### src/rtl/hlt_pkg.sv
// Shared types and constants of the heartbeat liveness table.
// Used by hlt_entry_mem, hlt_entry_unit and heartbeat_liveness_table; no dependencies.
package hlt_pkg;

  localparam int unsigned MAX_PEERS_DEF = 16;
  localparam int unsigned LOST_CODE_DEF = 0;

  localparam int unsigned ID_W     = 16;
  localparam int unsigned STATE_W  = 4;
  localparam int unsigned MISSED_W = 8;
  localparam int unsigned RCOUNT_W = 8;
  localparam int unsigned OUT_W    = 5;

  localparam logic [MISSED_W-1:0] MISSED_MAX = '1;

  typedef enum logic {
    REQ_HEARTBEAT = 1'b0,
    REQ_TICK      = 1'b1
  } req_type_e;

  typedef struct packed {
    logic [ID_W-1:0]     id;
    logic [STATE_W-1:0]  state;
    logic [MISSED_W-1:0] missed;
  } entry_t;

  // Request held for the whole walk over the table.
  typedef struct packed {
    logic                tick;
    logic                upd;
    logic [ID_W-1:0]     peer_id;
    logic [STATE_W-1:0]  peer_state;
    logic [RCOUNT_W-1:0] rcount;
  } req_t;

  // Verdict of the entry unit on one table entry.
  typedef struct packed {
    entry_t ent;
    logic   match;
    logic   mark;
    logic   keep;
  } verdict_t;

endpackage

### src/rtl/heartbeat_liveness_table.sv
// Top level of the heartbeat liveness table: request sequencer and result registers.
// Depends on hlt_pkg, hlt_entry_mem and hlt_entry_unit.
//
// Usage. A request is taken at a rising edge where start_i is high and busy_o is low.
// req_type_i selects a heartbeat (refresh or append peer_id_i, age the others, mark
// stale entries lost) or a tick (drop lost entries and close the gaps in order).
// The sequencer walks the table one entry per cycle through a single entry unit,
// with the store read in the cycle before the write-back. The result appears on
// the result ports, with done_o high for exactly one cycle, once the walk is over
// and the sequencer has passed through its finishing state; with an empty table
// there is nothing to walk and the scan state hands straight on to that state.
// busy_o falls in the cycle that shows the result, so the next request can be taken
// at the edge that takes the result. The receiver cannot hold results off.
// cfg_we_i with cfg_wdata_i writes node_id_set; it must be written only while idle,
// which the block does not enforce. Reset empties the table (occupancy zero) and clears
// node_id_set; the entry store is not cleared: only entries below the occupancy are used.
module heartbeat_liveness_table #(
  parameter int unsigned MAX_PEERS = hlt_pkg::MAX_PEERS_DEF,
  parameter int unsigned LOST_CODE = hlt_pkg::LOST_CODE_DEF
) (
  input  logic                          clk_i,
  input  logic                          rst_ni,
  input  logic                          cfg_we_i,
  input  logic                          cfg_wdata_i,
  input  logic                          start_i,
  output logic                          busy_o,
  input  logic                          req_type_i,
  input  logic [hlt_pkg::ID_W-1:0]      peer_id_i,
  input  logic [hlt_pkg::STATE_W-1:0]   peer_state_i,
  input  logic [hlt_pkg::RCOUNT_W-1:0]  reported_count_i,
  output logic                          done_o,
  output logic                          inserted_new_o,
  output logic                          insert_dropped_o,
  output logic [hlt_pkg::OUT_W-1:0]     marked_lost_o,
  output logic                          size_mismatch_o,
  output logic [hlt_pkg::OUT_W-1:0]     removed_count_o,
  output logic [hlt_pkg::OUT_W-1:0]     entries_used_o
);

  localparam int unsigned AW   = $clog2(MAX_PEERS);
  localparam int unsigned OW   = $clog2(MAX_PEERS + 1);
  localparam int unsigned CMPW = (OW > hlt_pkg::RCOUNT_W) ? OW : hlt_pkg::RCOUNT_W;
  localparam logic [OW-1:0] MaxOcc = OW'(MAX_PEERS);
  localparam logic [hlt_pkg::STATE_W-1:0] Lost = hlt_pkg::STATE_W'(LOST_CODE);

  typedef enum logic [1:0] {
    S_IDLE,
    S_SCAN,
    S_FIN
  } state_e;

  state_e            state_q, state_d;
  logic              node_set_q, node_set_d;
  hlt_pkg::req_t     req_q, req_d;
  logic [OW-1:0]     occ_q, occ_d;
  logic [OW-1:0]     rd_q, rd_d;
  logic [OW-1:0]     wr_q, wr_d;
  logic [OW-1:0]     cnt_q, cnt_d;
  logic              known_q, known_d;
  logic              pend_q, pend_d;
  logic [AW-1:0]     pidx_q, pidx_d;
  logic              done_q, done_d;
  logic              ins_q, ins_d;
  logic              drop_q, drop_d;
  logic [OW-1:0]     marked_q, marked_d;
  logic              mism_q, mism_d;
  logic [OW-1:0]     removed_q, removed_d;
  logic [OW-1:0]     used_q, used_d;

  logic              issue;
  logic              mem_we;
  logic [AW-1:0]     mem_waddr;
  hlt_pkg::entry_t   mem_wdata;
  hlt_pkg::entry_t   mem_rdata;
  hlt_pkg::verdict_t verdict;
  logic              append;
  logic              unknown;
  logic [OW-1:0]     occ_new;
  logic [OW-1:0]     cnt_new;

  hlt_entry_mem #(
    .DEPTH  (MAX_PEERS),
    .ADDR_W (AW)
  ) u_mem (
    .clk_i   (clk_i),
    .we_i    (mem_we),
    .waddr_i (mem_waddr),
    .wdata_i (mem_wdata),
    .raddr_i (rd_q[AW-1:0]),
    .rdata_o (mem_rdata)
  );

  hlt_entry_unit #(
    .LOST_CODE (LOST_CODE)
  ) u_unit (
    .req_i     (req_q),
    .ent_i     (mem_rdata),
    .verdict_o (verdict)
  );

  always_comb begin
    state_d    = state_q;
    node_set_d = cfg_we_i ? cfg_wdata_i : node_set_q;
    req_d      = req_q;
    occ_d      = occ_q;
    rd_d       = rd_q;
    wr_d       = wr_q;
    cnt_d      = cnt_q;
    known_d    = known_q;
    pend_d     = pend_q;
    pidx_d     = pidx_q;
    done_d     = 1'b0;
    ins_d      = ins_q;
    drop_d     = drop_q;
    marked_d   = marked_q;
    mism_d     = mism_q;
    removed_d  = removed_q;
    used_d     = used_q;
    mem_we     = 1'b0;
    mem_waddr  = pidx_q;
    mem_wdata  = verdict.ent;

    issue   = (state_q == S_SCAN) && (rd_q < occ_q);
    unknown = req_q.upd && !known_q;
    append  = unknown && (occ_q < MaxOcc);
    occ_new = occ_q + OW'(append);
    cnt_new = cnt_q + OW'(append && (req_q.rcount == '0));

    case (state_q)
      S_IDLE: begin
        if (start_i) begin
          req_d.tick       = (req_type_i == hlt_pkg::REQ_TICK);
          req_d.upd        = (peer_id_i > hlt_pkg::ID_W'(1)) && node_set_q;
          req_d.peer_id    = peer_id_i;
          req_d.peer_state = peer_state_i;
          req_d.rcount     = reported_count_i;
          rd_d    = '0;
          wr_d    = '0;
          cnt_d   = '0;
          known_d = 1'b0;
          pend_d  = 1'b0;
          state_d = S_SCAN;
        end
      end
      S_SCAN: begin
        pend_d = issue;
        pidx_d = rd_q[AW-1:0];
        if (issue) begin
          rd_d = rd_q + OW'(1);
        end
        if (pend_q) begin
          if (req_q.tick) begin
            // Kept entries slide down to the write pointer, which never passes the read one.
            if (verdict.keep) begin
              mem_we    = 1'b1;
              mem_waddr = wr_q[AW-1:0];
              mem_wdata = mem_rdata;
              wr_d      = wr_q + OW'(1);
            end else begin
              cnt_d = cnt_q + OW'(1);
            end
          end else begin
            mem_we = 1'b1;
            if (verdict.match) begin
              known_d = 1'b1;
            end
            if (verdict.mark) begin
              cnt_d = cnt_q + OW'(1);
            end
          end
        end
        if (!issue && !pend_q) begin
          state_d = S_FIN;
        end
      end
      S_FIN: begin
        done_d  = 1'b1;
        state_d = S_IDLE;
        if (req_q.tick) begin
          occ_d     = wr_q;
          ins_d     = 1'b0;
          drop_d    = 1'b0;
          marked_d  = '0;
          mism_d    = 1'b0;
          removed_d = cnt_q;
          used_d    = wr_q;
        end else begin
          // A newly appended peer has a zero counter, so it is marked only for a zero count.
          mem_we           = append;
          mem_waddr        = occ_q[AW-1:0];
          mem_wdata.id     = req_q.peer_id;
          mem_wdata.state  = (req_q.rcount == '0) ? Lost : req_q.peer_state;
          mem_wdata.missed = '0;
          occ_d     = occ_new;
          ins_d     = append;
          drop_d    = unknown && !append;
          marked_d  = cnt_new;
          mism_d    = node_set_q &&
                      (CMPW'(occ_new - cnt_new) != CMPW'(req_q.rcount));
          removed_d = '0;
          used_d    = occ_new;
        end
      end
      default: begin
        state_d = S_IDLE;
      end
    endcase
  end

  always_ff @(posedge clk_i or negedge rst_ni) begin
    if (!rst_ni) begin
      state_q    <= S_IDLE;
      node_set_q <= 1'b0;
      occ_q      <= '0;
      pend_q     <= 1'b0;
      done_q     <= 1'b0;
      req_q      <= '0;
      rd_q       <= '0;
      wr_q       <= '0;
      cnt_q      <= '0;
      known_q    <= 1'b0;
      pidx_q     <= '0;
      ins_q      <= 1'b0;
      drop_q     <= 1'b0;
      marked_q   <= '0;
      mism_q     <= 1'b0;
      removed_q  <= '0;
      used_q     <= '0;
    end else begin
      state_q    <= state_d;
      node_set_q <= node_set_d;
      occ_q      <= occ_d;
      pend_q     <= pend_d;
      done_q     <= done_d;
      req_q      <= req_d;
      rd_q       <= rd_d;
      wr_q       <= wr_d;
      cnt_q      <= cnt_d;
      known_q    <= known_d;
      pidx_q     <= pidx_d;
      ins_q      <= ins_d;
      drop_q     <= drop_d;
      marked_q   <= marked_d;
      mism_q     <= mism_d;
      removed_q  <= removed_d;
      used_q     <= used_d;
    end
  end

  assign busy_o           = (state_q != S_IDLE);
  assign done_o           = done_q;
  assign inserted_new_o   = ins_q;
  assign insert_dropped_o = drop_q;
  assign marked_lost_o    = hlt_pkg::OUT_W'(marked_q);
  assign size_mismatch_o  = mism_q;
  assign removed_count_o  = hlt_pkg::OUT_W'(removed_q);
  assign entries_used_o   = hlt_pkg::OUT_W'(used_q);

  // The table never holds more peers than it has room for.
  a_occ_bound: assert property (@(posedge clk_i) disable iff (!rst_ni)
    occ_q <= MaxOcc)
    else $error("occupancy above table depth");

  // A result is only shown once the sequencer has returned to idle.
  a_done_idle: assert property (@(posedge clk_i) disable iff (!rst_ni)
    done_o |-> !busy_o)
    else $error("result shown while busy");

  // A heartbeat either appends or drops a new peer, never both.
  a_ins_drop: assert property (@(posedge clk_i) disable iff (!rst_ni)
    done_o |-> !(inserted_new_o && insert_dropped_o))
    else $error("peer both appended and dropped");

  // A tick never moves the write pointer ahead of the read pointer.
  a_compact_order: assert property (@(posedge clk_i) disable iff (!rst_ni)
    (state_q == S_SCAN) |-> (wr_q <= rd_q))
    else $error("compaction write ahead of read");

endmodule

### src/rtl/hlt_entry_mem.sv
// Entry store of the heartbeat liveness table: one write and one registered read per cycle.
// Depends on hlt_pkg for the entry type.
module hlt_entry_mem #(
  parameter int unsigned DEPTH  = hlt_pkg::MAX_PEERS_DEF,
  parameter int unsigned ADDR_W = $clog2(hlt_pkg::MAX_PEERS_DEF)
) (
  input  logic                clk_i,
  input  logic                we_i,
  input  logic [ADDR_W-1:0]   waddr_i,
  input  hlt_pkg::entry_t     wdata_i,
  input  logic [ADDR_W-1:0]   raddr_i,
  output hlt_pkg::entry_t     rdata_o
);

  hlt_pkg::entry_t mem_q [DEPTH];
  hlt_pkg::entry_t rdata_q;

  always_ff @(posedge clk_i) begin
    if (we_i) begin
      mem_q[waddr_i] <= wdata_i;
    end
    rdata_q <= mem_q[raddr_i];
  end

  assign rdata_o = rdata_q;

endmodule

### src/rtl/hlt_entry_unit.sv
// Shared per-entry unit: ages or refreshes one entry, decides marking and tick retention.
// Depends on hlt_pkg for the request, entry and verdict types.
module hlt_entry_unit #(
  parameter int unsigned LOST_CODE = hlt_pkg::LOST_CODE_DEF
) (
  input  hlt_pkg::req_t     req_i,
  input  hlt_pkg::entry_t   ent_i,
  output hlt_pkg::verdict_t verdict_o
);

  localparam logic [hlt_pkg::STATE_W-1:0] Lost = hlt_pkg::STATE_W'(LOST_CODE);

  logic                          match;
  logic [hlt_pkg::STATE_W-1:0]   state_upd;
  logic [hlt_pkg::MISSED_W-1:0]  missed_upd;
  logic                          mark;

  always_comb begin
    match = req_i.upd && (ent_i.id == req_i.peer_id);
    state_upd  = match ? req_i.peer_state : ent_i.state;
    if (match) begin
      missed_upd = '0;
    end else if (req_i.upd && (ent_i.missed != hlt_pkg::MISSED_MAX)) begin
      missed_upd = ent_i.missed + hlt_pkg::MISSED_W'(1);
    end else begin
      missed_upd = ent_i.missed;
    end
    // Counter at least reported count plus one is the same as strictly above it.
    mark = (missed_upd > req_i.rcount) || (req_i.rcount == '0);

    verdict_o.ent.id     = ent_i.id;
    verdict_o.ent.state  = mark ? Lost : state_upd;
    verdict_o.ent.missed = missed_upd;
    verdict_o.match      = match;
    verdict_o.mark       = mark;
    verdict_o.keep       = (ent_i.state != Lost);
  end

endmodule

### config.mk
export PLATFORM = sky130hd
export DESIGN_NAME = heartbeat_liveness_table
export DESIGN_NICKNAME = d
export VERILOG_FILES = /design/src/rtl/hlt_pkg.sv /design/src/rtl/heartbeat_liveness_table.sv /design/src/rtl/hlt_entry_mem.sv /design/src/rtl/hlt_entry_unit.sv
export SDC_FILE = /design/constraint.sdc
export NUM_CORES = 1
export LEC_CHECK = 0
export BUFFER_PORTS_ARGS = -buffer_cell sky130_fd_sc_hd__buf_2
export CORE_MARGIN = 2
export CORE_UTILIZATION = 45
export CTS_CLUSTER_SIZE = 28
export DETAILED_ROUTE_END_ITERATION = 8
export SETUP_SLACK_MARGIN = 0.05
export SLEW_MARGIN = 20
export SYNTH_ARGS = -nofsm -noshare
export SYNTH_HDL_FRONTEND = slang
export SYNTH_SLANG_ARGS = --single-unit
### constraint.sdc
create_clock -name clk_i -period 10.95 [get_ports clk_i]
set_input_delay 3.285 -clock clk_i [delete_from_list [all_inputs] [get_ports clk_i]]
set_output_delay 3.285 -clock clk_i [all_outputs]
set_load 0.05 [all_outputs]
==> out/metrics.csv <==
metric,value,unit
status,"finished, final reports clean",
die area,51200,sq um
Row Count,81,
DR WL/cell,25.8,um
Finished Cell Area,25400,sq um
yosys warns,0,
initial antenna violation count,1,
CTS tree,built,
Layout area overhead,14.3,%
Power Density,287,nW/um^2
synthesis-stage register bit count,549,
largest net degree at the start of global routing,95,
hold wc startpoint,removed_count_o[3],
total track usage,0.208,
Slew HR,0.310,
antenna cells,0,
most frequent cell after synthesis,edfxtp_1,
Setup CP Type,reg -> out,
post-synth cell types,54,
Setup Buffers After CTS,0,
crit end category,output pin,
NetSw,2320,uW
Least-Margin Pin Slew,1.03,ns
Multi-input gate area,6170,sq um
DP HPWL,28.5,mm
synthesized area per cell,18.7,sq um
routability cong.,0.789,
share of layout cells above drive strength 1,0.279,
vias in the first global route,11700,
register area share after synthesis,0.712,
Post-route DRC,0,
Switching Fraction,0.319,
sequential power share,0.439,
grt met3 use,0.0329,
port bufs,53,
critical path peak fanout,7,
first-pass GRT wire length,76.3,mm
asr flop ratio synth,0.133,
Setup Skew,0.0226,ns
worst reg2reg setup slack,6.05,ns
Routed WL,51.1,mm
nets@finish,1336,
Logic pwr share,0.294,
CTS Buf Count,55,
Top Usage Layer GRT,met2,
Post-synth top cells,"448 x edfxtp_1, 140 x mux4_2, 73 x dfrtp_1, 42 x nor2_1, 40 x clkbuf_1",
Post-DP Area,23500,sq um
RSZ-0062 raised after global routing,false,
Max clock buf depth,3,
Worst-path clk slew,0.06,ns
Fmax,0.202,GHz
ys flop type,edfxtp_1,
I/O pins,54,
antenna-violating nets left,0,
clk sink count,549,
min cycle time layout,4.96,ns
Post-Syn Area,22200,sq um
clock root buffer,clkbuf_16,
register area,15900,sq um
TNS Setup,0,ns
final setup vio count,0,
met1 Use GR,0.301,
CTS resizes,0,
drt first pass iters,5,
maxcap violations,0,
Layout fillers,3963,
Die Ht,226,um
Clk pwr share,0.267,
"area leader, netlist",edfxtp_1,
Worst Hold Class,reg -> reg,
Post-Synthesis Cells,1190,
met2 Use GR,0.327,
max-slew violation count,0,
Vias,11500,
P_int,4970,uW
Synth top area share,0.605,
Max rail drop VDD,0.161,mV
Hold Path Depth,2,
core area,48800,sq um
worst endpoint required time,7.67,ns
final hold viol count,0,
htree depth,2,
GRT overflow,0,
Initial Util,0.455,
via/cell ratio,5.78,
Hold Path End,removed_count_o[3],
DRT iter0 DRCs,1047,
Reg-to-Reg Start,req_q[18],
Reg2Reg Depth,12,
fin crit share,0.453,
Syn Nets,1254,
Die Wd,226,um
worst skew pair latency,0.62,ns
R2R Path End,u_mem.mem_q[11][11],
crit start category,register,
CTS hold repair buffers,0,
Area contributors post-synth,"edfxtp_1 61%, mux4_2 14%, dfrtp_1 8.2%",
"EDFF count, synth",448,
leakage,0.00855,uW
critical path arrival,1.68,ns
==> flip-flops by register name (all words and copies together) (netlist names) <==
name / flops
known_q: 1
inserted_new_o: 1
u_mem.mem_q: 448
cnt_q: 5
entries_used_o: 5
insert_dropped_o: 1
rd_q: 5
req_q: 30
u_mem.rdata_o: 28
done_o: 1
removed_count_o: 5
node_set_q: 1
state_q: 2
pidx_q: 4
marked_lost_o: 5
pend_q: 1
wr_q: 5
size_mismatch_o: 1
==> metrics by stage <==
step | hold slack, ns | power (uW) | utilization | setup WS, ns | instances
2_1_floorplan | 0.477 | 4720 | - | 6.51 | 1190
3_3_place_gp | 0.506 | 5330 | 0.480 | 5.93 | 1878
3_5_place_dp | 0.515 | 5390 | 0.480 | 5.85 | 1878
4_1_cts | 0.524 | 7350 | 0.519 | 5.95 | 1982
5_1_grt | 0.549 | 7670 | 0.520 | 5.65 | 1983
6_report | 0.516 | 7290 | 0.520 | 5.99 | 1983
==> worst max-delay path by stage <==
| stage | start | depth (start not counted) | end |
|---|---|---|---|
| final | state_q[0] | 4 | busy_o |
| after global routing | req_q[18] | 12 | u_mem.mem_q[0][11] |
| after CTS | state_q[0] | 4 | busy_o |
| after detailed placement | start_i | 5 | cnt_q[2] |
| after global placement | start_i | 5 | cnt_q[2] |
| after floorplan | start_i | 6 | cnt_q[2] |
==> cells by family (layout without fill, tap and decap cells) <==
family,Yosys count,after routing,share of synthesized area
xor gates and xnor gates,38,38,0.0150
buffers and inverters,93,222,0.0164
adders and majority gates,30,30,0.0172
DFF,549,549,0.712
AOI/OAI and AO/OA,134,134,0.0392
and+or+nand+nor,165,165,0.0376
muxes,181,181,0.162
==> power groups by stage <==
stage               sequential (uW)  combinational (uW)  clock, uW
floorplan                      3210                1510          0
global placement               3240                2090          0
global route                   3230                2360       2080
detailed placement             3240                2150          0
finish                         3200                2140       1950
CTS                            3200                2160       1990
==> critical path, stage by stage (launching register included) <==
cell and delay, ns:
dfrtp_1 0.39, inv_1 0.11, ha_1 0.30, inv_1 0.06
buf_2 0.21
==> metal layers <==
layer	routed length, um	part of all wire	vias up
li1	-	-	4957
met5	0	0	-
met4	1240	0.024	0
met1	23000	0.45	6108
met3	2540	0.050	81
met2	24300	0.48	320
==> area by class of cell <==
cell class	count	share of cell area
flip-flops and latches	549	0.624
multi-input cells	548	0.243
clock buffers	77	0.0610
well taps	664	0.0327
repair buffers	82	0.0204
clock inverters	27	0.0137
inverters	36	0.00532
==> cells in the final DEF (no fill, tap or decap), types with 5 or more instances in the layout <==
| cell type | Yosys | routed |
|---|---|---|
| edfxtp_1 | 448 | 448 |
| nand4_1 | 11 | 11 |
| bufinv_16 | 0 | 7 |
| mux2i_1 | 6 | 6 |
| nor2b_1 | 7 | 7 |
| xor2_1 | 11 | 11 |
| nor2_1 | 42 | 26 |
| a21o_1 | 11 | 11 |
| a22o_1 | 24 | 24 |
| nor3_1 | 8 | 8 |
| or3_1 | 5 | 5 |
| dfxtp_1 | 28 | 28 |
| a22oi_1 | 6 | 6 |
| nand2_1 | 33 | 32 |
| nand3_1 | 23 | 23 |
| o22ai_1 | 11 | 11 |
| nor2_4 | 0 | 16 |
| nand2b_1 | 11 | 11 |
| clkbuf_16 | 0 | 56 |
| dfrtp_1 | 73 | 69 |
| a21oi_1 | 30 | 30 |
| mux4_2 | 140 | 140 |
| mux2_2 | 35 | 35 |
| clkinv_1 | 0 | 10 |
| ha_1 | 29 | 29 |
| inv_1 | 36 | 36 |
| buf_4 | 0 | 28 |
| buf_2 | 6 | 52 |
| clkbuf_1 | 40 | 14 |
| xnor2_1 | 27 | 27 |
| o21ai_0 | 29 | 29 |
| clkbuf_8 | 0 | 7 |
(Power assumes the default switching activity.)
